`src/sv/cs_pkg.sv`:
```
// Shared constants, controller states and command/status types for cosine_similarity.
`timescale 1ns / 1ps

package cs_pkg;

	localparam int MAX_ELEMENTS = 1024;
	localparam int ELEM_BITS    = 16;
	localparam int SQ_BITS      = 2 * ELEM_BITS - 1;
	localparam int PROD_BITS    = 2 * ELEM_BITS;
	localparam int NORM_BITS    = SQ_BITS + $clog2(MAX_ELEMENTS);
	localparam int DOT_BITS     = NORM_BITS + 1;
	localparam int EPS_SHIFT    = 20;
	localparam int SQ_IN_BITS   = NORM_BITS + 1 + EPS_SHIFT;
	localparam int ROOT_BITS    = SQ_IN_BITS / 2;
	localparam int REM_BITS     = ROOT_BITS + 2;
	localparam int PRODP_BITS   = 2 * ROOT_BITS;
	localparam int FRAC_OUT     = 15;
	localparam int OUT_BITS     = FRAC_OUT + 1;
	localparam int CNT_BITS     = $clog2(ROOT_BITS);

	typedef enum logic [3:0] {
		S_ACC,
		S_DRAIN,
		S_LDA,
		S_SQA,
		S_LDB,
		S_SQB,
		S_MUL,
		S_CMP,
		S_DIV,
		S_FIN,
		S_OUT
	} state_t;

	typedef struct packed {
		logic capture;
		logic load_a;
		logic load_b;
		logic sq_step;
		logic mul;
		logic cmp;
		logic div_step;
		logic finish;
	} cmd_t;

	typedef struct packed {
		logic sq_done;
		logic div_done;
	} status_t;

endpackage

```
`src/sv/cs_ctrl.sv`:
```
// Controller: accumulate/finish state machine driving the datapath commands and handshakes.
`timescale 1ns / 1ps

module cs_ctrl (
	input  logic            clk,
	input  logic            arst_n,
	input  logic            in_valid,
	input  logic            last,
	input  logic            out_ready,
	input  cs_pkg::status_t status,
	output logic            in_ready,
	output logic            out_valid,
	output cs_pkg::cmd_t    cmd
);

	cs_pkg::state_t state_q;
	cs_pkg::state_t state_d;
	logic           accept;

	always_ff @(posedge clk or negedge arst_n) begin
		if (!arst_n) begin
			state_q <= cs_pkg::S_ACC;
		end else begin
			state_q <= state_d;
		end
	end

	assign accept = in_valid && in_ready;

	always_comb begin
		state_d = state_q;
		unique case (state_q)
			cs_pkg::S_ACC: begin
				if (accept && last) state_d = cs_pkg::S_DRAIN;
			end
			cs_pkg::S_DRAIN: state_d = cs_pkg::S_LDA;
			cs_pkg::S_LDA:   state_d = cs_pkg::S_SQA;
			cs_pkg::S_SQA: begin
				if (status.sq_done) state_d = cs_pkg::S_LDB;
			end
			cs_pkg::S_LDB:   state_d = cs_pkg::S_SQB;
			cs_pkg::S_SQB: begin
				if (status.sq_done) state_d = cs_pkg::S_MUL;
			end
			cs_pkg::S_MUL:   state_d = cs_pkg::S_CMP;
			cs_pkg::S_CMP:   state_d = cs_pkg::S_DIV;
			cs_pkg::S_DIV: begin
				if (status.div_done) state_d = cs_pkg::S_FIN;
			end
			cs_pkg::S_FIN:   state_d = cs_pkg::S_OUT;
			cs_pkg::S_OUT: begin
				if (accept && last) state_d = cs_pkg::S_DRAIN;
				else if (out_ready) state_d = cs_pkg::S_ACC;
			end
			default:         state_d = cs_pkg::S_ACC;
		endcase
	end

	always_comb begin
		in_ready  = 1'b0;
		out_valid = 1'b0;
		cmd       = '0;
		unique case (state_q)
			cs_pkg::S_ACC: in_ready = 1'b1;
			cs_pkg::S_LDA: cmd.load_a = 1'b1;
			cs_pkg::S_SQA, cs_pkg::S_SQB: cmd.sq_step = 1'b1;
			cs_pkg::S_LDB: cmd.load_b = 1'b1;
			cs_pkg::S_MUL: cmd.mul = 1'b1;
			cs_pkg::S_CMP: cmd.cmp = 1'b1;
			cs_pkg::S_DIV: cmd.div_step = 1'b1;
			cs_pkg::S_FIN: cmd.finish = 1'b1;
			cs_pkg::S_OUT: begin
				out_valid = 1'b1;
				in_ready  = out_ready || !last;
			end
			default: ;
		endcase
		cmd.capture = in_valid && in_ready;
	end

	a_last_drains: assert property (@(posedge clk) disable iff (!arst_n)
		in_valid && in_ready && last |=> state_q == cs_pkg::S_DRAIN)
		else $error("last item did not start the finish sequence");

	a_no_accept_busy: assert property (@(posedge clk) disable iff (!arst_n)
		(state_q != cs_pkg::S_ACC && state_q != cs_pkg::S_OUT) |-> !in_ready)
		else $error("item accepted while finishing");

	a_sqa_to_ldb: assert property (@(posedge clk) disable iff (!arst_n)
		state_q == cs_pkg::S_SQA && status.sq_done |=> state_q == cs_pkg::S_LDB)
		else $error("square root of first norm did not hand over");

	a_out_hold: assert property (@(posedge clk) disable iff (!arst_n)
		out_valid && !out_ready |=> out_valid && $stable(cmd.finish))
		else $error("pending result dropped");

endmodule

```
`config.mk`:
```
export PLATFORM = sky130hd
export DESIGN_NAME = cs_ctrl
export DESIGN_NICKNAME = d
export VERILOG_FILES = /design/src/sv/cs_pkg.sv /design/src/sv/cs_ctrl.sv
export SDC_FILE = /design/constraint.sdc
export NUM_CORES = 1
export LEC_CHECK = 0
export ABC_AREA = 1
export BUFFER_PORTS_ARGS = -buffer_cell sky130_fd_sc_hd__buf_2
export CORE_AREA = 2 2 39 41
export DETAILED_ROUTE_END_ITERATION = 6
export DIE_AREA = 0 0 41 43
export PLACE_DENSITY_LB_ADDON = 0.3
export SLEW_MARGIN = 20
export SYNTH_ARGS = -nofsm -noshare
export SYNTH_HDL_FRONTEND = slang
export SYNTH_SLANG_ARGS = --single-unit
```
`constraint.sdc`:
```
create_clock -name clk -period 3.07 [get_ports clk]
set_clock_uncertainty 0.2 [all_clocks]
set_input_delay 0.614 -clock clk [delete_from_list [all_inputs] [get_ports clk]]
set_output_delay 0.614 -clock clk [all_outputs]
set_load 0.005 [all_outputs]
```
==> results of run 1 <==
## cells in the mapped netlist
cell | instances | share of area (%)
sky130_fd_sc_hd__a21boi_0 | 1 | 1.9
sky130_fd_sc_hd__a21oi_1 | 2 | 2.5
sky130_fd_sc_hd__buf_4 | 1 | 1.9
sky130_fd_sc_hd__dfrtp_1 | 4 | 25
sky130_fd_sc_hd__inv_1 | 6 | 5.6
sky130_fd_sc_hd__inv_2 | 5 | 4.7
sky130_fd_sc_hd__nand2_1 | 17 | 16
sky130_fd_sc_hd__nand2_2 | 3 | 4.7
sky130_fd_sc_hd__nand3_1 | 2 | 2.5
sky130_fd_sc_hd__nand3_2 | 1 | 2.5
sky130_fd_sc_hd__nand3b_1 | 1 | 1.9
sky130_fd_sc_hd__nand4_1 | 1 | 1.6
sky130_fd_sc_hd__nor2_1 | 8 | 7.5
sky130_fd_sc_hd__nor2_2 | 2 | 3.1
sky130_fd_sc_hd__nor2_4 | 1 | 2.8
sky130_fd_sc_hd__nor2_8 | 1 | 5.0
sky130_fd_sc_hd__nor3_1 | 3 | 3.7
sky130_fd_sc_hd__o21ai_0 | 3 | 3.7
sky130_fd_sc_hd__o21ai_1 | 3 | 3.7
## critical path: cells and delay by family (launching register included)
family                 cells  cell delay (ns)
flip-flops                 1             0.45
AND/OR/NAND/NOR            2             0.33
AO/OA/AOI/OAI              1             0.16
buffers and inverters      1             0.13
## per-layer routing
metal	share of wire, %	track usage [%]
met1	45	15.9
met2	48	18.1
met3	6.8	6.28
met4	0	4.00
met5	0	0
## metrics by stage
step                cell area [µm²]  worst slack [ns]  hold WS (ns)  util, %
finish                          527             0.956         0.406     38.1
global route                    527             0.844         0.454     38.1
CTS                             527             0.947         0.411     38.1
detailed placement              494              1.10         0.224     35.7
global placement                494              1.12         0.220     35.7
floorplan                       402              1.21         0.118        -
## where the power goes
part	internal, mW	switching (mW)
clock	0.0436	0.0200
combinational	0.0989	0.164
sequential	0.0758	0.0407
total	0.218	0.224
## worst min path at each step
| stage | startpoint | endpoint | cells past startpoint |
|---|---|---|---|
| floorplan | arst_n | state_q[0] | 0 |
| global placement | arst_n | state_q[2] | 1 |
| detailed placement | arst_n | state_q[3] | 1 |
| CTS | state_q[3] | state_q[3] | 2 |
| global route | state_q[1] | state_q[1] | 2 |
| finish | state_q[3] | state_q[3] | 2 |
## repair_timing
| item | 4_1_cts | 5_1_grt |
|---|---|---|
| gates resized for setup | 0 | 0 |
| endpoints found under the setup margin | 0 | 0 |
| setup buffers | 0 | 0 |
| hold buffers | 1 | 0 |
| endpoints found under the hold margin | 4 | 0 |
## cells by family (layout without fill, tap and decap cells)
kind of cell / Yosys count / in the layout / synth area share, %
AO/OA/AOI/OAI: 9 / 9 / 11.8
AND/OR/NAND/NOR: 40 / 40 / 51.1
buffers and inverters: 12 / 31 / 12.2
flip-flops: 4 / 4 / 24.9
## final cells by class
cell class              count  area, µm²
clock buffers               3       22.5
fillers                   154        857
repair buffers             17       90.1
well taps                  16       20.0
multi-input cells          49        253
flip-flops and latches      4        100
inverters                  11       41.3
## cell usage in the layout (no fill, tap or decap), drive strengths merged
cell type,n
dlygate4sd3,1
dfrtp,4
buf,16
o21ai,6
a21boi,1
a21oi,2
clkbuf,3
inv,11
nand3,3
nor3,3
nand3b,1
nand2,20
nor2,12
nand4,1
==> run summary, run 1 <==
### Timing
• false — RSZ-0062 raised after global routing
• 83.9% — worst slew slack as a fraction of its limit
• 0 ns — aggregate negative setup slack
• 0 — setup violation total in the final timing report
• 68.9% — post-route fraction of the period consumed by the critical path
• 0.238 ns — Least-Margin Pin Slew
• 473 MHz — f_max
• 2.11 ns — final worst path period need
• 0 — final hold violation count
• 0 — final-report max-slew violation count

### Routing
• 0 — final antenna-violating net count
• 459 — vias after detailed routing
• 0 — post-detailed-route DRC marker count
• 917 µm — detailed-route wire length
• 4 — number of detailed-route iterations in the first pass
• 4.59 — vias per cell
• 18 — 1st-iter DRT viols
• 9.17 µm — Routed WL per cell

### Synthesis
• 402 µm² — mapped cell area
• 65 — cells after synthesis
• 19 — count of different cell masters after synthesis
• 4 — register bit total from synthesis
• 24.9% — sequential element share of the synthesized area
• 72 — synthesized net count
• 0 — Synth warnings
• 6.18 µm² — mean instance size in the synthesized netlist

### Power and ir drop
• 0.348 mV — maximum vdd ir drop
• 0.327 nW — static power due to leakage
• 840 nW/µm² — power per cell area
• 0.442 mW — total power draw

### Worst hold path
• register to register — class of the tightest hold or removal check

### Clock tree
• 0.04 ns — clock edge transition at the registers on the reported setup and hold paths
• 2 — largest buffer count on any clock path
• 0.23 ns — worst skew pair latency
• 1 — CTS H-tree lvls
• 4 — number of sinks driven by the clock tree
• built — clock tree from TritonCTS
• 3 — Inserted Clock Buffers
• sky130_fd_sc_hd__clkbuf_4 — Clock Root Buffer

### Layout
• state_q (4) — registers with the highest flip-flop counts
• 31.2% — area growth from synthesis to layout
• state_q — top register by number of flip-flops
• 4 — flip-flop count of the largest register after layout
• 0 — Antenna diodes
• 93 — Nets
• 100 — Final Non-Filler Cells
• 38.1% — fraction of final layout cells sized beyond drive strength 1

### Die
• 14 — number of placement rows
• 43 µm — die outline height
• 41 µm — die extent in x
• 29.0% — Initial Utilization
• 1760 µm² — full die area
• 17 — Top-Level Pins
• 1380 µm² — area of the placeable core

### Global route
• 0 — GR Overflow Total
• 401 — via count of the first global-routing pass
• 8 — maximum number of pins on one net before global-route repair
• 12.6% — global-route usage over all layers
• 1500 µm — global-route wire length before repair
• 0 — initial antenna violation count

### Worst setup path
• sky130_fd_sc_hd__dfrtp_1 — Slowest cell on crit path
• state_q[0] — capture instance of the worst register-to-register path
• state_q[0] — R2R Path Start
• output pin — kind of capture point of the worst setup path
• 0.45 ns — peak per-stage delay on the critical path
• cmd[7] — end of the critical path
• 1.54 ns — setup slack of the most critical reg-to-reg path
• nor2_1 -> nand2_1 -> a21boi_0 -> buf_2 — chain of cells forming the critical path
• 2.26 ns — required arrival time at the worst endpoint
• register — Worst setup SP type
• 8 — Register-to-Register Path Depth
• 1.30 ns — critical path arrival
• state_q[0] — Critical Path Start
• 7 — largest driver fanout on the critical path
• register to output pin — Setup Crit Path Kind

### Job
• 0 — maxcap violations

### Run status
• complete, no violations — result of the run

### Placement
• 0.726 — last weighted congestion value of the routability-driven placer
• 96 — Inst Count DP
• 16 — # port buffers
• 757 µm — final HPWL from detailed placement

Power figures use the tool's default switching activity.
==> run 2: changes to the inputs <==
Settings changed: ABC_AREA 1 to 0.
Clock period 3.07 ns to 2.1 ns, I/O delays scaled along.
==> run 2 against run 1 <==
  * Via count shrank 8.9%
  * Flip-flop and latch count is the same
  * Design area shrank 3.8%
  * First-iteration DRC count shrank 67%
  * Utilization shrank 1.4 points
  * Area after synthesis shrank 1.6%
  * Global-route usage shrank 0.30 points
  * Sequential power grew 73%
  * Clock power grew 45%
  * Power grew 65%
  * Critical path depth shrank 1
  * Critical path type unchanged
  * Critical endpoint unchanged
==> run summary, run 2 <==
### Run status
• complete, no violations — result of the run

### Global route
• 328 — via count of the first global-routing pass, -18%
• 0 — initial antenna violation count, unchanged
• met2 — busiest metal layer after global routing
• 12.6% — Global Route met1 Usage, -3.2 points
• 17 — maximum number of pins on one net before global-route repair, +9
• 3.14% — met3 Use GR, -3.1 points
• 1400 µm — global-route wire length before repair, -6.5%
• 0 — GR Overflow Total, unchanged
• 12.3% — global-route usage over all layers, -0.30 points
• 18.4% — met2 usage in global routing, +0.31 points

### Timing
• 496 MHz — f_max
• 2.02 ns — final worst path period need
• 96.0% — post-route fraction of the period consumed by the critical path
• 0.472 ns — Least-Margin Pin Slew, +0.234 ns
• 0 — final hold violation count, unchanged
• 0 — setup violation total in the final timing report, unchanged
• 68.5% — worst slew slack as a fraction of its limit, -15 points
• false — RSZ-0062 raised after global routing
• 0 ns — aggregate negative setup slack, unchanged
• 0 — final-report max-slew violation count, unchanged

### Die
• 1760 µm² — full die area, unchanged
• 17 — Top-Level Pins, unchanged
• 41 µm — die extent in x, unchanged
• 14 — number of placement rows, unchanged
• 1380 µm² — area of the placeable core, unchanged
• 43 µm — die outline height, unchanged
• 28.6% — Initial Utilization, -0.45 points

### Power and ir drop
• 59.9% — portion of total power attributed to combinational logic, +0.6 points
• 0.415 mW — internal power consumption, +90%
• 12.6% — clock network fraction of design power, -1.8 points
• 0.234 nW — static power due to leakage, -28%
• 43.4% — Sw Ratio, -7.3 points
• 0.485 mV — maximum vdd ir drop, +39%
• 0.318 mW — net switching power, +42%
• 27.5% — sequential cell fraction of total power, +1.2 points
• 1440 nW/µm² — power per cell area, +72%

### Synthesis
• 0 — number of enable-type register cells in the synthesized netlist, unchanged
• 4 — register bit total from synthesis, unchanged
• 28 — count of different cell masters after synthesis, +9
• sky130_fd_sc_hd__dfrtp_1 — cell taking the most area after synthesis
• sky130_fd_sc_hd__nor3_1, sky130_fd_sc_hd__dfrtp_1, sky130_fd_sc_hd__nand2b_1, sky130_fd_sc_hd__buf_2, sky130_fd_sc_hd__nor2_1 — commonest cells in the synthesized netlist
• 55 — synthesized net count, -24%
• sky130_fd_sc_hd__nor3_1 — most frequently used cell type in the post-synthesis netlist
• 25.3% — sequential element share of the synthesized area, +0.39 points
• sky130_fd_sc_hd__dfrtp_1, sky130_fd_sc_hd__nand2b_1, sky130_fd_sc_hd__nor3_1 — top area cells in the synthesized netlist
• 0 — Synth warnings, unchanged
• 25.3% — top cell type's share of synthesized area, +0.39 points
• 8.24 µm² — mean instance size in the synthesized netlist, +33%
• sky130_fd_sc_hd__dfrtp_1 — most used flip-flop cell after synthesis
• 48 — cells after synthesis, -26%
• 395 µm² — mapped cell area, -1.6%
• 100% — Synth async-reset ratio, unchanged

### Worst hold path
• input pin to register — class of the tightest hold or removal check
• state_q[2] — worst-case hold path end point
• 3 — depth of the worst hold-timing path, +1
• status[1] — Hold Path Origin

### Clock tree
• sky130_fd_sc_hd__clkbuf_4 — Clock Root Buffer
• 3 — Inserted Clock Buffers, unchanged
• 0.23 ns — worst skew pair latency, about the same
• 4 — number of sinks driven by the clock tree, unchanged
• built — clock tree from TritonCTS
• 2 — largest buffer count on any clock path, unchanged
• 1 — CTS H-tree lvls, unchanged
• 0.04 ns — clock edge transition at the registers on the reported setup and hold paths, about the same

### Placement
• 0.725 — last weighted congestion value of the routability-driven placer, about the same
• 647 µm — final HPWL from detailed placement, -15%
• 16 — # port buffers, unchanged
• 76 — Inst Count DP, -21%

### Worst setup path
• state_q[0] — capture instance of the worst register-to-register path
• sky130_fd_sc_hd__dfrtp_2 — Slowest cell on crit path
• 0.42 ns — peak per-stage delay on the critical path, -0.03 ns
• 3 — Register-to-Register Path Depth, -5
• register — Worst setup SP type
• 1.48 ns — required arrival time at the worst endpoint, -0.78 ns
• output pin — kind of capture point of the worst setup path
• or2_4 -> a2111oi_2 -> buf_2 — chain of cells forming the critical path
• state_q[0] — R2R Path Start
• 1.40 ns — critical path arrival, +0.10 ns
• register to output pin — Setup Crit Path Kind
• 5 — largest driver fanout on the critical path, -2
• 0.58 ns — setup slack of the most critical reg-to-reg path, -0.96 ns

### Routing
• 5.16 — vias per cell, +12%
• 6 — 1st-iter DRT viols, -12
• 0 — final antenna-violating net count, unchanged
• 11.5 µm — Routed WL per cell, +25%
• 0 — post-detailed-route DRC marker count, unchanged
• 418 — vias after detailed routing, -8.9%
• 930 µm — detailed-route wire length, +1.4%
• 4 — number of detailed-route iterations in the first pass, unchanged

### Layout
• state_q (4) — registers with the highest flip-flop counts
• 81 — Final Non-Filler Cells, -19%
• state_q — top register by number of flip-flops
• 4 — flip-flop count of the largest register after layout, unchanged
• sky130_fd_sc_hd__buf_2 — most frequent standard cell in the layout excluding fill and tap cells
• 0 — Antenna diodes, unchanged
• 151 — fill cell total of the finished layout, -1.9%
• sky130_fd_sc_hd__buf_2, sky130_fd_sc_hd__nor3_1, sky130_fd_sc_hd__nand2b_1 — leading cell types in the layout, fill and taps excluded
• 38.5% — fraction of final layout cells sized beyond drive strength 1, +0.37 points
• 28.2% — area growth from synthesis to layout
• 74 — Nets, -20%

### Job
• 0 — maxcap violations, unchanged

[run 2: cell type report]
cell class / instances / area (µm²) / area share (%)
Timing Repair Buffer: 20 / 113 / 22.2
Clock buffer: 3 / 22.5 / 4.44
Tap cell: 16 / 20.0 / 3.95
Inverter: 2 / 7.51 / 1.48
Multi-Input combinational cell: 36 / 243 / 47.9
Sequential cell: 4 / 101 / 20.0
[run 2: what timing repair did]
item / 4_1_cts / 5_1_grt
hold endpoints to repair: 4 / 0
setup endpoints to repair: 0 / 1
buffers inserted: 0 / 1
hold buffers: 1 / 0
gates resized for setup: 0 / 1
[run 2: worst max-delay path by stage]
stage / from / to / slack [ns]
after floorplan: state_q[1] / cmd[7] / 0.27
after global placement: last / cmd[7] / 0.31
after detailed placement: state_q[1] / cmd[7] / 0.31
after CTS: state_q[1] / cmd[7] / 0.05
after global routing: state_q[1] / cmd[7] / 0.01
final: state_q[1] / cmd[7] / 0.08
[run 2: critical path: cells and delay by family, from the launching register on]
kind | cells | cell delay [ns]
and+or+nand+nor | 1 | 0.26
AOI/OAI and AO/OA | 1 | 0.33
buffers and inverters | 1 | 0.16
DFF | 1 | 0.42
[run 2: kinds of logic (layout without fill, tap and decap cells)]
family,after synthesis,count (layout),share of synthesized area [%]
simple gates,22,22,34.2
compound gates,13,13,25.0
buf+inv,8,25,13.3
flops,4,4,25.3
xor+xnor,1,1,2.22
[run 2: routing by layer]
| metal | routed length, µm | part of all wire, % |
|---|---|---|
| met3 | 47 | 5.1 |
| met1 | 436 | 47 |
| met5 | 0 | 0 |
| met4 | 0 | 0 |
| met2 | 446 | 48 |
[run 2: per-stage QoR]
step,worst slack (ns),instance area (µm²),util [%],total power [mW],hold slack (ns)
after global routing,0.0113,507,36.6,0.802,0.318
final,0.0830,507,36.6,0.732,0.294
after global placement,0.313,465,33.6,0.620,0.0312
after detailed placement,0.309,465,33.6,0.622,0.0321
after floorplan,0.273,395,-,0.536,-0.0756
after CTS,0.0502,498,36.0,0.725,0.287
[run 2: power by group through the flow]
stage,logic [mW],clock network [mW],registers [mW]
final,0.439,0.0924,0.201
after global routing,0.492,0.0996,0.211
after floorplan,0.388,0,0.147
after detailed placement,0.422,0,0.200
after CTS,0.427,0.0993,0.199
after global placement,0.421,0,0.199
